==> config.mk <==
export PLATFORM = sky130hd
export DESIGN_NAME = serial_line_and_ymodem_framer_top
export DESIGN_NICKNAME = d
export VERILOG_FILES = /design/src/rtl/core/slyf_pkg.sv /design/src/rtl/core/slyf_step.sv /design/src/rtl/core/serial_line_and_ymodem_framer_top.sv
export VERILOG_INCLUDE_DIRS = /design/src /design/src/rtl/core
export SDC_FILE = /design/constraint.sdc
export NUM_CORES = 1
export LEC_CHECK = 0
export ABC_AREA = 1
export BUFFER_PORTS_ARGS = -buffer_cell sky130_fd_sc_hd__buf_2
export CORE_UTILIZATION = 53
export DETAILED_ROUTE_END_ITERATION = 8
export PLACE_DENSITY = 0.8
export SLEW_MARGIN = 20
export SYNTH_ARGS = -nofsm -noshare
export SYNTH_HDL_FRONTEND = slang
export SYNTH_SLANG_ARGS = --single-unit
==> constraint.sdc <==
create_clock -name aclk -period 4.68 [get_ports aclk]
set_clock_uncertainty 0.2 [all_clocks]
set_input_delay 0.702 -clock aclk [delete_from_list [all_inputs] [get_ports aclk]]
set_output_delay 0.702 -clock aclk [all_outputs]
set_load 0.01 [all_outputs]
==> src/rtl/core/assert_macros.svh <==
// Assertion macros for the RTL file that checks its own logic.
`ifndef ASSERT_MACROS_SVH
`define ASSERT_MACROS_SVH

// Same-cycle implication, sampled on aclk, off while aresetn is low.
`define ASSERT_NOW(label, ante, cons) \
    label: assert property (@(posedge aclk) disable iff (!aresetn) (ante) |-> (cons)) \
        else $error("same-cycle check failed");

// Next-cycle implication, sampled on aclk, off while aresetn is low.
`define ASSERT_NEXT(label, ante, cons) \
    label: assert property (@(posedge aclk) disable iff (!aresetn) (ante) |=> (cons)) \
        else $error("next-cycle check failed");

`endif

==> src/rtl/core/slyf_pkg.sv <==
// Package for the serial line / YMODEM framer: codes, constants and shared types.
`default_nettype none

package slyf_pkg;

    localparam int BUF_SIZE_DEF = 2048;

    localparam int BYTE_W  = 8;
    localparam int COUNT_W = 12;
    localparam int SIDX_W  = 11;

    localparam logic [BYTE_W-1:0] CH_LF  = 8'h0A;
    localparam logic [BYTE_W-1:0] CH_CR  = 8'h0D;
    localparam logic [BYTE_W-1:0] CH_NUL = 8'h00;
    localparam logic [BYTE_W-1:0] CH_SOH = 8'h01;
    localparam logic [BYTE_W-1:0] CH_STX = 8'h02;
    localparam logic [BYTE_W-1:0] CH_EOT = 8'h04;

    localparam logic [COUNT_W-1:0] SOH_PACKET_LEN = COUNT_W'(128 + 5);
    localparam logic [COUNT_W-1:0] STX_PACKET_LEN = COUNT_W'(1024 + 5);
    localparam logic [COUNT_W-1:0] COUNT_MAX      = '1;

    localparam logic REQ_BYTE    = 1'b0;
    localparam logic REQ_RESTART = 1'b1;

    localparam logic MODE_LINE   = 1'b0;
    localparam logic MODE_YMODEM = 1'b1;

    // Framer state whose width does not follow the buffer size.
    typedef struct packed {
        logic [COUNT_W-1:0] byte_count;
        logic [BYTE_W-1:0]  previous_byte;
        logic               previous_valid;
        logic [BYTE_W-1:0]  first_byte;
    } slyf_state_t;

    typedef struct packed {
        logic              store_valid;
        logic [SIDX_W-1:0] store_index;
        logic [BYTE_W-1:0] store_byte;
        logic              line_done;
        logic              packet_done;
        logic              frame_restarted;
    } slyf_result_t;

endpackage

`default_nettype wire

==> src/rtl/core/slyf_step.sv <==
// Per-word framing logic: next state and result for one request.
`default_nettype none

module slyf_step #(
    parameter int BUF_SIZE = slyf_pkg::BUF_SIZE_DEF,
    parameter int IDX_W    = $clog2(BUF_SIZE)
) (
    input  wire logic                     framing_mode,
    input  wire logic                     req_type,
    input  wire logic [7:0]               rx_byte,
    input  wire logic [IDX_W-1:0]         cur_index,
    input  wire slyf_pkg::slyf_state_t    cur_state,
    output logic      [IDX_W-1:0]         nxt_index,
    output slyf_pkg::slyf_state_t         nxt_state,
    output slyf_pkg::slyf_result_t        result
);
    import slyf_pkg::*;

    localparam logic [IDX_W-1:0] LAST_INDEX = IDX_W'(BUF_SIZE - 1);

    logic [IDX_W-1:0]   inc_index;
    logic               wrap;
    logic [BYTE_W-1:0]  first_now;
    logic [COUNT_W-1:0] count_inc;
    logic               do_advance;
    logic               do_clear;

    assign inc_index = cur_index + IDX_W'(1);
    assign wrap      = (cur_index == LAST_INDEX);
    assign first_now = (cur_index == '0) ? rx_byte : cur_state.first_byte;
    assign count_inc = (cur_state.byte_count == COUNT_MAX) ? cur_state.byte_count
                                                           : cur_state.byte_count + COUNT_W'(1);

    always_comb begin
        nxt_index  = cur_index;
        nxt_state  = cur_state;
        result     = '0;
        do_advance = 1'b0;
        do_clear   = 1'b0;

        if (req_type == REQ_RESTART) begin
            do_clear               = 1'b1;
            result.frame_restarted = 1'b1;
        end else begin
            nxt_state.first_byte = first_now;
            nxt_state.byte_count = count_inc;
            result.store_valid   = 1'b1;
            result.store_index   = cur_index[SIDX_W-1:0];
            result.store_byte    = rx_byte;

            unique case (framing_mode)
                MODE_LINE: begin
                    if (rx_byte == CH_LF) begin
                        // LF without a stored CR stays put and gets overwritten
                        if (cur_state.previous_valid && cur_state.previous_byte == CH_CR) begin
                            result.line_done       = 1'b1;
                            result.frame_restarted = 1'b1;
                            do_clear               = 1'b1;
                        end
                    end else begin
                        do_advance = 1'b1;
                        if (wrap) begin
                            do_clear               = 1'b1;
                            result.frame_restarted = 1'b1;
                        end
                    end
                    if (first_now == CH_NUL) begin
                        do_clear               = 1'b1;
                        result.frame_restarted = 1'b1;
                    end
                end
                MODE_YMODEM: begin
                    priority case (first_now)
                        CH_SOH: begin
                            do_advance         = (count_inc <= SOH_PACKET_LEN);
                            result.packet_done = (count_inc == SOH_PACKET_LEN);
                        end
                        CH_STX: begin
                            do_advance         = (count_inc <= STX_PACKET_LEN);
                            result.packet_done = (count_inc == STX_PACKET_LEN);
                        end
                        CH_EOT: begin
                            do_advance = 1'b1;
                        end
                        default: begin
                            do_clear               = 1'b1;
                            result.frame_restarted = 1'b1;
                        end
                    endcase
                end
                default: begin
                    do_clear = 1'b1;
                end
            endcase
        end

        // advance first, a clear from the same word overrides it
        if (do_advance) begin
            if (wrap) begin
                nxt_index                = '0;
                nxt_state.previous_valid = 1'b0;
            end else begin
                nxt_index                = inc_index;
                nxt_state.previous_byte  = rx_byte;
                nxt_state.previous_valid = 1'b1;
            end
        end
        if (do_clear) begin
            nxt_index                = '0;
            nxt_state.byte_count     = '0;
            nxt_state.previous_valid = 1'b0;
        end
    end

endmodule

`default_nettype wire

==> src/rtl/core/serial_line_and_ymodem_framer_top.sv <==
// Top level of the serial line / YMODEM receive framer with a two-deep result buffer.
//
//  channel   direction  handshake               payload
//  s_        in         s_tvalid / s_tready     s_tuser = req_type, s_tdata = rx_byte
//  m_        out        m_tvalid / m_tready     m_tuser = store_valid, m_tdata = write report
//  cfg_      in         cfg_valid / cfg_ready   cfg_data = framing_mode
//
//  One word per cycle while s_tready is high: framer state updates at the accepting
//  edge and the result is registered in the output register or, on a stall, the skid entry.
//  The output register plus one skid entry keep s_tready high while one result waits.
//  aresetn is synchronous, active low; it clears mode, index, count and history.
//  s_tready drops only when both result entries are full.
`default_nettype none

module serial_line_and_ymodem_framer_top #(
    parameter int BUF_SIZE = slyf_pkg::BUF_SIZE_DEF
) (
    input  wire logic        aclk,
    input  wire logic        aresetn,

    input  wire logic        cfg_valid,
    output logic             cfg_ready,
    input  wire logic        cfg_data,     // [0] framing_mode

    input  wire logic        s_tvalid,
    output logic             s_tready,
    input  wire logic [7:0]  s_tdata,      // [7:0] rx_byte
    input  wire logic        s_tuser,      // [0] req_type

    output logic             m_tvalid,
    input  wire logic        m_tready,
    output logic [23:0]      m_tdata,      // [10:0] store_index, [18:11] store_byte,
                                           // [19] line_done, [20] packet_done,
                                           // [21] frame_restarted, [23:22] zero
    output logic             m_tuser       // [0] store_valid
);
    import slyf_pkg::*;

    localparam int IDX_W = $clog2(BUF_SIZE);

    logic               mode_reg;
    logic [IDX_W-1:0]   index_reg;
    logic [IDX_W-1:0]   index_next;
    slyf_state_t        state_reg;
    slyf_state_t        state_next;
    slyf_result_t       step_result;

    logic               out_valid_reg, out_valid_next;
    slyf_result_t       out_reg, out_next;
    logic               skid_valid_reg, skid_valid_next;
    slyf_result_t       skid_reg, skid_next;

    logic               accept;
    logic               drain;

    assign cfg_ready = 1'b1;
    assign s_tready  = !skid_valid_reg;
    assign accept    = s_tvalid && s_tready;
    assign drain     = !out_valid_reg || m_tready;

    slyf_step #(
        .BUF_SIZE (BUF_SIZE),
        .IDX_W    (IDX_W)
    ) u_step (
        .framing_mode (mode_reg),
        .req_type     (s_tuser),
        .rx_byte      (s_tdata),
        .cur_index    (index_reg),
        .cur_state    (state_reg),
        .nxt_index    (index_next),
        .nxt_state    (state_next),
        .result       (step_result)
    );

    always_ff @(posedge aclk) begin
        if (!aresetn) begin
            mode_reg  <= MODE_LINE;
            index_reg <= '0;
            state_reg <= '0;
        end else begin
            if (cfg_valid && cfg_ready) begin
                mode_reg <= cfg_data;
            end
            if (accept) begin
                index_reg <= index_next;
                state_reg <= state_next;
            end
        end
    end

    // Output register with one skid entry behind it.
    always_comb begin
        out_valid_next  = out_valid_reg;
        out_next        = out_reg;
        skid_valid_next = skid_valid_reg;
        skid_next       = skid_reg;
        if (drain) begin
            if (skid_valid_reg) begin
                out_valid_next  = 1'b1;
                out_next        = skid_reg;
                skid_valid_next = 1'b0;
            end else begin
                out_valid_next = accept;
                out_next       = step_result;
            end
        end else if (accept) begin
            // hold the stalled word, park the new one
            skid_valid_next = 1'b1;
            skid_next       = step_result;
        end
    end

    always_ff @(posedge aclk) begin
        if (!aresetn) begin
            out_valid_reg  <= 1'b0;
            skid_valid_reg <= 1'b0;
        end else begin
            out_valid_reg  <= out_valid_next;
            skid_valid_reg <= skid_valid_next;
        end
    end

    always_ff @(posedge aclk) begin
        out_reg  <= out_next;
        skid_reg <= skid_next;
    end

    assign m_tvalid = out_valid_reg;
    assign m_tuser  = out_reg.store_valid;
    assign m_tdata  = {2'b00, out_reg.frame_restarted, out_reg.packet_done,
                       out_reg.line_done, out_reg.store_byte, out_reg.store_index};

`include "assert_macros.svh"

    `ASSERT_NOW(a_skid_behind_out, skid_valid_reg, out_valid_reg)
    `ASSERT_NEXT(a_restart_clears, accept && s_tuser == REQ_RESTART,
                 index_reg == '0 && state_reg.byte_count == '0 && !state_reg.previous_valid)
    `ASSERT_NOW(a_line_done_restarts, m_tvalid && out_reg.line_done,
                out_reg.frame_restarted && out_reg.store_valid)
    `ASSERT_NOW(a_history_not_at_zero, state_reg.previous_valid, index_reg != '0)

endmodule

`default_nettype wire

==> metrics.txt, run 1 <==
PortBufs 39; Mapped Area between 4000 and 5000 sq um; final period utilization 0.6715; DR vias/cell between 5 and 6; ys async rst share 0; # diodes 0; number of synthesized flops with an enable pin 46; CTS sink cnt about 90; first-pass iteration count of the detailed router 7; worst skew pair latency ~0.36 ns; post-CTS resize count 0; Storage cell area ~2200 sq um; Buf+Inv Stages, Crit Path 3; commonest non-fill, non-tap cell in the layout nand2_1; gpl congestion ~0.9; first-pass GRT wire length approximately 16 mm; Worst-Margin Slew 1.008 ns; worst reg2reg path depth 9; Seq cells post-synth just under 90; initial antenna violation count 0; TritonCTS clock tree built; Post-Syn Instances a little over 600; setup_tns 0 ns; largest family of logic cells by synthesized area simple AND/OR/NAND/NOR gates; largest net degree at the start of global routing 31; grt total ovfl 0; post-synth cell types 36; area delta synth->final 8.693%; die area between 9000 and 10,000 sq um; Adder-Cell Fraction of Synth Area 0.008000; post-synthesis mux area share 0; Worst path slowest cell nor2_1; # fillers about 750; post-DP HPWL a little over 7 mm; CP Depth 9; total power divided by cell area 314.4 nW/um^2; CTS Hold Bufs 0; crit start category flop; Layout Cells excl Fill 760; area of the core around 8400 sq um; area of the multi-input gates 2047 sq um; CTS H-tree lvls 3; number of setup buffers added after CTS 0; CP endpoint kind flop; initial detailed-routing violation count 389; ys flop type edfxtp_1; post-route minimum period 3.143 ns; final WL ~10 mm; hold depth 2; pins over their slew limit 0; outcome finished clean; Yosys warning count 0; Slew HR 0.3238; sequential element share of the synthesized area 0.4779; CTS clk-pin slew, worst paths ~0.10 ns; Final Setup Violations 0; total CTS buffers 9; layout cells sized above 1 0.1298; post-synthesis xor/xnor area fraction 0.01120; most frequent cells in the layout 207 x nand2_1, 72 x inv_1, 70 x nor2_1; Max Fclk between 300 and 400 MHz; HP Class flop to flop; Crit Path Max Fanout 28; vias in the first global route 3,622; P_leak between 2 and 2.5 nW; RSZ-0062 raised after global routing no; Root Buffer Master clkbuf_8; CP Data Arrival Time 3.15 ns; compound-gate portion of the synthesized area 0.06613; Die Span X 96.09 um; worst endpoint required time between 4 and 5 ns; Crit path largest cell delay 0.66 ns; simple-gate share of the synthesized area 0.3469; Hold WS ~0.29 ns; CTS Buffer Depth 2; Finished Core Util 0.6084; Design Power 0.001604 W; max reg flops 29; post-route antenna net violation count 0; Final Hold Fails 0; max_cap viols 0; Avg Cell Area, Syn 7.568 sq um; delay-heaviest family, CP simple AND/OR/NAND/NOR gates; row count 33; Placed Cells 744; Final #Nets about 670; routed length per instance ~13 um; worst vdd ir between 0.0002 and 0.00025 V; Cell Chain, Critical Path buf_4, nor2_1, inv_1, nor2_1, nand2_1, inv_1, nand3_2, nand2_1, a21oi_1; Starting Density 0.5598; total track usage 0.2328; Die Span Y ~96 um; Critical Setup Path Class flop to flop; via count between 4,000 and 5,000; # DRC 0; I/O pin cnt 43
metrics by stage:
stage          setup WS (ns)  cell area [sq um]
2_1_floorplan          1.769               4696
3_3_place_gp           1.482               4903
3_5_place_dp           1.340               4903
4_1_cts                1.605               5095
5_1_grt                1.340               5100
6_report               1.537               5100
cell usage after synthesis, types with 3 or more instances:
cell	number	area share
nor3_1	3	0.0032
buf_6	4	0.0096
nand2_1	207	0.17
nor2_4	3	0.0072
buf_4	4	0.0064
a21oi_1	33	0.035
o21ai_0	10	0.011
nand2_2	3	0.0040
nand3_2	4	0.0085
nand3_1	32	0.034
dfxtp_1	43	0.18
nor2_1	71	0.057
nor2_2	9	0.012
xor2_1	6	0.011
clkbuf_1	11	0.0088
inv_1	73	0.058
nand2_4	5	0.012
o21ai_1	3	0.0032
o21bai_1	3	0.0048
o211ai_1	5	0.0080
ha_1	3	0.0080
nand4_1	22	0.029
edfxtp_1	46	0.29
worst reg2reg max path, cell delays in order, from the launching register on:
cell and delay [ns]:
dfxtp_1 0.31, buf_4 0.22, nor2_1 0.25, inv_1 0.29, nor2_1 0.66, nand2_1 0.16, inv_1 0.40, nand3_2 0.29
nand2_1 0.14, a21oi_1 0.07
layout make-up:
| type | count | share of cell area |
|---|---|---|
| multi-input cells | 434 | 0.4014 |
| inverters | 76 | 0.05594 |
| well taps | 105 | 0.02576 |
| repair buffers | 40 | 0.03974 |
| flip-flops and latches | 89 | 0.4396 |
| clock inverters | 7 | 0.01325 |
| clock buffers | 9 | 0.02429 |
cells by family (layout without fill, tap and decap cells):
| group | after synthesis | after routing |
|---|---|---|
| compound gates | 57 | 57 |
| other cells | 2 | 3 |
| simple gates | 365 | 365 |
| buf+inv | 98 | 132 |
| xor+xnor | 6 | 6 |
| fa+ha+maj | 3 | 3 |
| flops | 89 | 89 |
metal layers:
layer / track usage / wire length, um / share of wire / vias up
li1: - / - / - / 2035
met1: 0.2952 / 4517 / 0.44 / 1824
met2: 0.3842 / 4760 / 0.47 / 158
met3: 0.04344 / 670 / 0.066 / 28
met4: 0.1057 / 272 / 0.027 / 0
met5: 0 / 0 / 0 / -
where the power goes:
part           switching, W  internal, W  leakage [nW]
Combinational      0.000153    0.0000647          1.40
Clock              0.000309     0.000209        0.0962
Sequential        0.0000138     0.000855         0.826
path summary, 6_finish.rpt:
check | to | start | slack [ns]
max | state_reg[13] | skid_valid_reg | 1.54
min reg2reg | state_reg[11] | state_reg[11] | 0.29
min | state_reg[11] | state_reg[11] | 0.29
max reg2reg | state_reg[13] | skid_valid_reg | 1.54
No activity file was read; power rests on OpenSTA's default activity.
==> run 2, diff against run 1 <==
==> constraint.sdc (replaced) <==
create_clock -name aclk -period 3 [get_ports aclk]
set_clock_uncertainty 0.2 [all_clocks]
set_input_delay 0.45 -clock aclk [delete_from_list [all_inputs] [get_ports aclk]]
set_output_delay 0.45 -clock aclk [all_outputs]
set_load 0.01 [all_outputs]
==> run 2 against run 1 <==
Effect of this change: design area rose by 2.2%; clock-buffer cell count stayed put; clock power rose by 67%; sequential cell count did not move; first-iteration DRC count is 30% lower.
==> metrics.txt, run 2 (synthesis results as in run 1) <==
most frequent cells in the layout 207 x nand2_1, 73 x inv_1, 70 x nor2_1 (was 207 x nand2_1, 72 x inv_1, 70 x nor2_1); post-route minimum period 2.745 ns (was 3.143 ns); worst skew pair latency 0.37 ns (was 0.36 ns); worst endpoint required time 3.10 ns (was 4.68 ns); Finished Core Util 0.6219 (was 0.6084); Hold WS 0.1102 ns (was 0.2864 ns); Starting Density 0.5598 (unchanged); Worst path slowest cell dfxtp_1 (was nor2_1); Final #Nets 678 (was 668); RSZ-0062 raised after global routing no (unchanged); Critical Setup Path Class flop to flop (unchanged); initial detailed-routing violation count 272 (was 389); first-pass iteration count of the detailed router 7 (unchanged); routed length per instance 13.16 um (was 13.45 um); row count 33 (unchanged); via count 4,106 (was 4,045); Max Fclk 364.4 MHz (was 318.2 MHz); initial antenna violation count 0 (unchanged); total track usage 0.2376 (was 0.2328); CP Data Arrival Time 2.85 ns (was 3.15 ns); # DRC 0 (unchanged); area delta synth->final 11.09% (was 8.693%); Storage cell area 2242 sq um (unchanged); gpl congestion 0.9039 (was 0.8973); HP Class input pin to flop (was flop to flop); # fillers 728 (was 754); grt total ovfl 0 (unchanged); R2R Path Start state_reg[18] (was skid_valid_reg); pins over their slew limit 0 (unchanged); CP endpoint kind flop (unchanged); layout cells sized above 1 0.1429 (was 0.1298); final period utilization 0.9148 (was 0.6715); largest net degree at the start of global routing 26 (was 31); Design Power 0.002575 W (was 0.001604 W); max_cap viols 0 (unchanged); Cell Chain, Critical Path ha_1, nand2_2, nor2_4, nand3_2, nand3_1, nor2_1, nand2_1, nor2_1, nand3_1, nand2_1, nor2_2, nand2_4, nand2_4, nand2_4, nand2_1, nand2_1, nor2_1 (was buf_4, nor2_1, inv_1, nor2_1, nand2_1, inv_1, nand3_2, nand2_1, a21oi_1); vias in the first global route 3,745 (was 3,622); first-pass GRT wire length 16.88 mm (was 16.44 mm); commonest non-fill, non-tap cell in the layout nand2_1 (unchanged); outcome finished clean (unchanged); delay-heaviest family, CP simple AND/OR/NAND/NOR gates (unchanged); DR vias/cell 5.332 (was 5.322); worst vdd ir 0.0002860 V (was 0.0002287 V); CTS Buffer Depth 2 (unchanged); post-route antenna net violation count 0 (unchanged); post-DP HPWL 7.167 mm (was 7.202 mm); Root Buffer Master clkbuf_8 (unchanged); Final Setup Violations 0 (unchanged); crit start category flop (unchanged); Crit path largest cell delay 0.41 ns (was 0.66 ns); PortBufs 39 (unchanged); I/O pin cnt 43 (unchanged); Die Span X 96.09 um (unchanged); Buf+Inv Stages, Crit Path 0 (was 3); # diodes 0 (unchanged); setup_tns 0 ns (unchanged); CTS sink cnt 89 (unchanged); CTS H-tree lvls 3 (unchanged); area of the multi-input gates 2054 sq um (was 2047 sq um); CTS clk-pin slew, worst paths 0.09 ns (was 0.10 ns); Crit Path Max Fanout 12 (was 28); Final Hold Fails 0 (unchanged); Slew HR 0.4740 (was 0.3238); most frequent CP cell nand2_1; Worst-Margin Slew 0.7882 ns (was 1.008 ns); TritonCTS clock tree built (unchanged); final WL 10.13 mm (was 10.22 mm); die area 9233 sq um (unchanged); Critical path origin state_reg[18] (was skid_valid_reg); beginning of the worst hold path cfg_data (was state_reg[11]); P_leak 2.383 nW (was 2.325 nW); area of the core 8382 sq um (unchanged); Die Span Y 96.09 um (unchanged); max reg flops 29 (unchanged); total CTS buffers 9 (unchanged); Layout Cells excl Fill 770 (was 760); Placed Cells 749 (was 744); total power divided by cell area 494.0 nW/um^2 (was 314.4 nW/um^2)
==> run 2: worst paths after layout <==
check	to	slack, ns	depth (start not counted)
worst max register to register	index_reg[1]	0.26	17
worst max-delay path	index_reg[1]	0.26	17
worst min register to register	state_reg[10]	0.27	2
worst min-delay path	mode_reg	0.11	3
==> run 2: area by class of cell <==
cell class                 count  area share
multi-input combinational    434      0.3941
tap                          105     0.02520
timing repair buffer          50     0.05569
sequential                    89      0.4301
clock buffer                   9     0.02376
inverter                      76     0.05473
clock inverter                 7     0.01632
==> run 2: where the power goes <==
part	switching, W	total (W)	leakage, nW	internal [W]
clock	0.000466	0.000867	0.0999	0.000401
combinational	0.000238	0.000353	1.46	0.000114
sequential	0.0000226	0.00136	0.826	0.00133
total	0.000728	0.00257	2.38	0.00185
==> run 2: layer usage <==
| layer | share of wire | track usage |
|---|---|---|
| met5 | 0 | 0 |
| met4 | 0.021 | 0.09453 |
| met3 | 0.055 | 0.04344 |
| met2 | 0.47 | 0.4001 |
| met1 | 0.45 | 0.3006 |
==> run 2: timing repair <==
item,4_1_cts,5_1_grt
buffers inserted,0,5
setup endpoints to repair,0,26
hold buffers,0,0
resized for setup,0,2
==> run 2: worst min-delay path, delay by kind of cell <==
| kind | cells | cell delay [ns] |
|---|---|---|
| and+or+nand+nor | 1 | 0.07 |
| buffers and inverters | 1 | 0.08 |
| AOI/OAI and AO/OA | 1 | 0.05 |
==> run 2: per-stage QoR <==
step                      worst slack (ns)  instance area [sq um]
after global placement              0.3211                   4941
after global routing               0.01563                   5213
after CTS                           0.2067                   5150
after detailed placement            0.2336                   4941
after floorplan                     0.3409                   4696
final                               0.2555                   5213
